**src/srcp_pkg.sv**
```systemverilog
// ----------------------------------------------------------------------------
// srcp_pkg
// shared types and constants of the reply code parser
// ----------------------------------------------------------------------------
package srcp_pkg;

	typedef enum logic [1:0] {
		ST_OK        = 2'd0,
		ST_MALFORMED = 2'd1,
		ST_CLASS     = 2'd2,
		ST_IO        = 2'd3
	} status_t;

	typedef struct packed {
		status_t     status;
		logic [9:0]  code;
	} result_t;

	localparam logic [7:0] ASCII_NL    = 8'h0A;
	localparam logic [7:0] ASCII_DASH  = 8'h2D;
	localparam logic [7:0] ASCII_ZERO  = 8'h30;
	localparam logic [7:0] ASCII_NINE  = 8'h39;

	localparam logic [3:0] CLASS_RESET = 4'd2;
	localparam int unsigned CODE_MAX   = 999;

endpackage

```
**src/smtp_reply_code_parser_top.sv**
```systemverilog
// ----------------------------------------------------------------------------
// smtp_reply_code_parser_top
// splits reply bytes into lines and reports the final code of each reply
// ----------------------------------------------------------------------------
// path: the item that ends the reply passes the input register, then the result register
// throughput: one item per cycle while the result is not stalled, set by the line state update
// a held result lets an empty input register take one more item, then in_stall rises
// reset: arst_n asynchronous, clears line state, empties both registers
// and sets the class register to 2; no clearing pass
module smtp_reply_code_parser_top import srcp_pkg::*; #(
	parameter int unsigned LINE_LIMIT = 1024
) (
	input  logic       clk,
	input  logic       arst_n,
	// byte channel
	input  logic       in_valid,
	output logic       in_stall,
	input  logic [7:0] rx_byte,
	input  logic       read_failed,
	// result channel
	output logic       out_valid,
	input  logic       out_stall,
	output logic [1:0] status,
	output logic [9:0] reply_code,
	// config write channel
	input  logic       cfg_valid,
	output logic       cfg_ready,
	input  logic [3:0] cfg_data
);

	logic       adv;
	logic       valid_s1;
	logic [7:0] byte_s1;
	logic       fail_s1;
	logic [3:0] class_q;
	result_t    res_q;

	// config is to be written only while idle (not enforced here), so it can always be taken
	assign cfg_ready = 1'b1;

	always_ff @(posedge clk or negedge arst_n) begin
		if (!arst_n) begin
			class_q <= CLASS_RESET;
		end else if (cfg_valid && cfg_ready) begin
			class_q <= cfg_data;
		end
	end

	// byte register in front of the parser
	srcp_in_stage u_in (
		.clk         (clk),
		.arst_n      (arst_n),
		.in_valid    (in_valid),
		.in_stall    (in_stall),
		.rx_byte     (rx_byte),
		.read_failed (read_failed),
		.adv         (adv),
		.valid_s1    (valid_s1),
		.byte_s1     (byte_s1),
		.fail_s1     (fail_s1)
	);

	// line tracking and the result register
	srcp_parse #(
		.LINE_LIMIT (LINE_LIMIT)
	) u_parse (
		.clk            (clk),
		.arst_n         (arst_n),
		.valid_s1       (valid_s1),
		.byte_s1        (byte_s1),
		.fail_s1        (fail_s1),
		.good_class     (class_q),
		.adv            (adv),
		.out_valid      (out_valid),
		.out_stall      (out_stall),
		.res_q          (res_q)
	);

	// unpack the result item onto its field ports
	assign status     = res_q.status;
	assign reply_code = res_q.code;

endmodule

```
**src/srcp_in_stage.sv**
```systemverilog
// ----------------------------------------------------------------------------
// srcp_in_stage
// input register for one received byte or read failure
// ----------------------------------------------------------------------------
module srcp_in_stage import srcp_pkg::*; (
	input  logic       clk,
	input  logic       arst_n,
	input  logic       in_valid,
	output logic       in_stall,
	input  logic [7:0] rx_byte,
	input  logic       read_failed,
	input  logic       adv,
	output logic       valid_s1,
	output logic [7:0] byte_s1,
	output logic       fail_s1
);

	// only a held item that cannot move on blocks the input
	assign in_stall = valid_s1 && !adv;

	always_ff @(posedge clk or negedge arst_n) begin
		if (!arst_n) begin
			valid_s1 <= 1'b0;
		end else if (!in_stall) begin
			valid_s1 <= in_valid;
		end
	end

	always_ff @(posedge clk) begin
		if (in_valid && !in_stall) begin
			byte_s1 <= rx_byte;
			fail_s1 <= read_failed;
		end
	end

endmodule

```
**src/srcp_parse.sv**
```systemverilog
// ----------------------------------------------------------------------------
// srcp_parse
// line state, end-of-line decision and result register
// ----------------------------------------------------------------------------
module srcp_parse import srcp_pkg::*; #(
	parameter int unsigned LINE_LIMIT = 1024
) (
	input  logic       clk,
	input  logic       arst_n,
	input  logic       valid_s1,
	input  logic [7:0] byte_s1,
	input  logic       fail_s1,
	input  logic [3:0] good_class,
	output logic       adv,
	output logic       out_valid,
	input  logic       out_stall,
	output result_t    res_q
);

	localparam int unsigned PosW = $clog2(LINE_LIMIT);
	localparam logic [PosW-1:0] LastPos = PosW'(LINE_LIMIT - 1);
	localparam logic [PosW-1:0] Pos3    = PosW'(3);
	localparam logic [PosW-1:0] Pos4    = PosW'(4);

	logic [PosW-1:0] pos_q;
	logic [9:0]      acc_q;
	logic [3:0]      hund_q;
	logic            digits_ok_q;
	logic            dash_q;

	logic [PosW-1:0] pos_next;
	logic [3:0]      digit;
	logic            is_digit;
	logic            line_end;
	logic            emit;
	logic            clear;
	logic [9:0]      acc_next;
	logic            digits_next;
	result_t         res_next;

	assign adv = !out_valid || !out_stall;

	assign digit    = byte_s1[3:0];
	assign is_digit = (byte_s1 >= ASCII_ZERO) && (byte_s1 <= ASCII_NINE);
	assign pos_next = pos_q + PosW'(1);
	assign line_end = (byte_s1 == ASCII_NL) || (pos_next >= LastPos);
	assign acc_next = (acc_q << 3) + (acc_q << 1) + {6'd0, digit};
	assign digits_next = digits_ok_q && ((pos_q >= Pos3) || is_digit);

	always_comb begin
		emit     = 1'b0;
		clear    = 1'b0;
		res_next = '{status: ST_OK, code: 10'd0};
		priority if (fail_s1) begin
			emit = 1'b1;
			res_next.status = ST_IO;
		end else if (line_end) begin
			clear = 1'b1;
			priority if (pos_next < Pos4 || !digits_next) begin
				emit = 1'b1;
				res_next.status = ST_MALFORMED;
			end else if (dash_q || (pos_q == Pos3 && byte_s1 == ASCII_DASH)) begin
				emit = 1'b0;
			end else begin
				emit = 1'b1;
				res_next.code   = acc_q;
				res_next.status = (hund_q == good_class) ? ST_OK : ST_CLASS;
			end
		end else begin
			// byte inside a line, nothing to report
			emit = 1'b0;
		end
	end

	// line state
	always_ff @(posedge clk or negedge arst_n) begin
		if (!arst_n) begin
			pos_q       <= '0;
			acc_q       <= '0;
			hund_q      <= '0;
			digits_ok_q <= 1'b1;
			dash_q      <= 1'b0;
		end else if (adv && valid_s1) begin
			if (fail_s1 || clear) begin
				pos_q       <= '0;
				acc_q       <= '0;
				hund_q      <= '0;
				digits_ok_q <= 1'b1;
				dash_q      <= 1'b0;
			end else begin
				pos_q       <= pos_next;
				digits_ok_q <= digits_next;
				if (pos_q < Pos3 && is_digit) begin
					acc_q <= acc_next;
				end
				if (pos_q == '0) begin
					hund_q <= digit;
				end
				if (pos_q == Pos3) begin
					dash_q <= (byte_s1 == ASCII_DASH);
				end
			end
		end
	end

	// result register
	always_ff @(posedge clk or negedge arst_n) begin
		if (!arst_n) begin
			out_valid <= 1'b0;
		end else if (adv) begin
			out_valid <= valid_s1 && emit;
		end
	end

	always_ff @(posedge clk) begin
		if (adv && valid_s1 && emit) begin
			res_q <= res_next;
		end
	end

endmodule

```
**config.mk**
```make
export PLATFORM = sky130hd
export DESIGN_NAME = smtp_reply_code_parser_top
export DESIGN_NICKNAME = d
export VERILOG_FILES = /design/src/srcp_pkg.sv /design/src/smtp_reply_code_parser_top.sv /design/src/srcp_in_stage.sv /design/src/srcp_parse.sv
export SDC_FILE = /design/constraint.sdc
export NUM_CORES = 1
export LEC_CHECK = 0
export BUFFER_PORTS_ARGS = -buffer_cell sky130_fd_sc_hd__clkbuf_2
export CORE_MARGIN = 3
export CORE_UTILIZATION = 25
export DETAILED_ROUTE_END_ITERATION = 8
export GPL_ROUTABILITY_DRIVEN = 0
export RECOVER_POWER = 50
export SETUP_SLACK_MARGIN = 0.2
export SLEW_MARGIN = 40
export SYNTH_ARGS = -nofsm -noshare
export SYNTH_HDL_FRONTEND = slang
export SYNTH_HIERARCHICAL = 1
export SYNTH_SLANG_ARGS = --single-unit
export TNS_END_PERCENT = 20
```
**constraint.sdc**
```tcl
create_clock -name clk -period 2.7 [get_ports clk]
set_input_delay 0.27 -clock clk [delete_from_list [all_inputs] [get_ports clk]]
set_output_delay 0.27 -clock clk [all_outputs]
set_load 0.01 [all_outputs]
```
==> results.cfg <==
[outcome]
status = complete, but fails checks
violations = capacitance limit, slew limit

[power]
power-per-cell-area_nw_per_um2 = 564
p_leak_nw = 1.46
ir_drop_v = 0.000272

[logic_synthesis]
synthArstFlopShare_pct = 60.4
synth_ff_type = dfrtp_1
synth_top_cell_area_share_pct = 25.1
synth_area_um2 = 2990
synth_warnings = 6
synth_top_cells_by_area = dfrtp_1 (25%), edfxtp_1 (21%), ha_1 (7.1%)
ys_ff_latch = 53
synth_seq_area_share_pct = 47.9
synth-edff-count = 21
synth_nets = 316
synth_top_area_cell = dfrtp_1
avgSynthCellArea_um2 = 10.7
syn-instance-count = 279
ys_types = 58

[timing]
layout_worst_path_cycle_share_pct = 92.2
timing.fmax_ghz = 0.402
setup_viol = 0
fin_skew_ns = 0.00672
final.setup.tns_ns = 0
hold_violations = 0
drv_slew = 33
worst_pin_slew_ns = 1.74
fin_crit_ns = 2.49
rsz0062_at_grt = true
hold_ws_ns = 0.155
max_slew_margin_pct = -16.2

[floorplanning]
core.rowCount = 39
pin_count = 33
die_area_um2 = 13300
start_util_pct = 25.9
core_area_um2 = 11600
chipHeight_um = 115
die_w_um = 115

[layout]
antenna_cells = 0
num-fill-cells = 1171
layout.nets = 353
final_common_cell = dfrtp_1
synthToLayoutAreaGrowth_pct = 17.2
drive_above_1_share_pct = 19.2
layout_common_cells = dfrtp_1 (28), edfxtp_1 (21), nand2_1 (17), nor2_1 (17)

[worst_setup_path]
crit_path_end_kind = register
worstPathRequired_ns = 2.91
startpoint_type = register
crit_type = reg -> reg
cpPeakStageDelay_ns = 0.55
cpMaxStageDelayCell = or4b_4
critical-path-top-delay-family = simple AND/OR/NAND/NOR gates
crit_buf_inv = 0
path_cells = or3_4, or4b_4, or3_4, or4b_4, o2bb2ai_1
path_max_fanout = 6
cp_data_arrival_time_ns = 2.69

[clock_tree]
htreeDepth = 2
cts_root_buf = clkbuf_16
clock_path_buffers = 2
cts_buffers = 5
cts_tree = yes
cts-hold-fix-buffers = 0
clock_latency_ns = 0.29
path_clk_slew_ns = 0.07
cts_num_sinks = 53

[global_route]
grt_start_max_net_pins = 33
grt_pass1_wl_um = 10800
grt_pass1_vias = 2126
gr-usage-all-layers_pct = 10.2
overflow = 0
antenna_found_initial = 0

[placed_design]
numPortBuffers = 31
hpwl_um = 4860

[routing]
drt-total-wl_um = 6430
route.detailed.drc = 0
viasPerCell = 4.81
drt_iter0_markers = 119
avgRoutedWirePerCell_um = 14.0
firstDrtPassIters = 4
num_vias = 2211
ant_nets = 0

[flow_run]
max_cap_viol_count = 1

[min_path]
hp-class = in -> reg
## metal layers
layer	global-route usage [%]	part of all wire [%]
met1	14.8	49
met2	15.5	44
met3	2.30	6.7
met4	2.50	0.16
met5	0	0
## synth_stat cells (3+ instances only)
| cell type | n |
|---|---|
| o21ai_0 | 8 |
| xor2_1 | 5 |
| mux2_2 | 4 |
| clkbuf_1 | 6 |
| nand3_1 | 14 |
| mux2i_1 | 4 |
| inv_1 | 14 |
| nand2_1 | 17 |
| ha_1 | 17 |
| and2_1 | 13 |
| or2_2 | 3 |
| edfxtp_1 | 21 |
| a31oi_1 | 5 |
| nor3_1 | 7 |
| o2bb2ai_1 | 6 |
| dfrtp_1 | 30 |
| buf_2 | 5 |
| o22ai_1 | 4 |
| nand4_1 | 5 |
| xnor2_1 | 13 |
| nor2_1 | 17 |
| nor4b_1 | 3 |
| a21oi_1 | 8 |
| and3_1 | 4 |
## state kept, by name (all words and copies together) (netlist names)
name                 count
class_q                  4
u_in/byte_s1             8
u_parse/digits_ok_q      1
u_in/valid_s1            1
u_parse/dash_q           1
u_parse/out_valid        1
u_parse/acc_q           10
u_parse/res_q           12
u_parse/pos_q           10
u_in/fail_s1             1
u_parse/hund_q           4
## power breakdown
part | leakage (nW) | internal, mW | switching [mW] | total, mW
sequential | 0.622 | 0.917 | 0.0561 | 0.973
clock | 0.0768 | 0.369 | 0.273 | 0.642
combinational | 0.757 | 0.166 | 0.196 | 0.362
## cell type report
type                            instances  area (um^2)  share of cell area (%)
Clock buffer                            6          139                    3.96
Clock inverter                          2         13.8                   0.392
Inverter                               14         52.6                    1.50
Multi-Input combinational cell        198         1450                    41.4
Sequential cell                        53         1440                    40.9
Tap cell                              143          179                    5.10
Timing Repair Buffer                   44          234                    6.67
## worst paths after layout
kind                                       start          endpoint  slack [ns]  cells past startpoint
worst max-delay path            u_parse/pos_q[9]  u_parse/acc_q[0]        0.21                      5
min in group asynchronous                 arst_n  u_parse/acc_q[5]        0.43                      1
worst min register to register  u_parse/acc_q[9]  u_parse/acc_q[9]        0.49                      1
max in group asynchronous                 arst_n  u_parse/pos_q[1]        1.12                      1
worst min-delay path                  rx_byte[7]   u_in/byte_s1[7]        0.15                      1
worst max register to register  u_parse/pos_q[9]  u_parse/acc_q[0]        0.21                      5
## through the flow
stage	util (%)	worst slack, ns	cell area [um^2]	power (mW)	cells
floorplan	-	0.197	3000	1.24	279
global placement	28.9	0.155	3340	1.34	451
detailed placement	28.9	0.0817	3340	1.35	451
CTS	30.3	0.217	3510	2.00	460
global route	30.3	0.133	3510	2.10	460
finish	30.3	0.211	3510	1.98	460
## logic make-up after synthesis
group	share of synthesized area (%)
flip-flops	47.9
AND/OR/NAND/NOR	18.6
other	0.125
buffers and inverters	4.22
multiplexers	2.84
adder cells (fa/ha/maj)	8.44
AO/OA/AOI/OAI	12.6
XOR/XNOR	5.27
## timing repair
action	in CTS	in global routing
resized for setup	1	10
cloned	0	0
buffers inserted	1	0
pin swaps	0	2
endpoints found under the setup margin	10	36
Power figures use the tool's default switching activity.
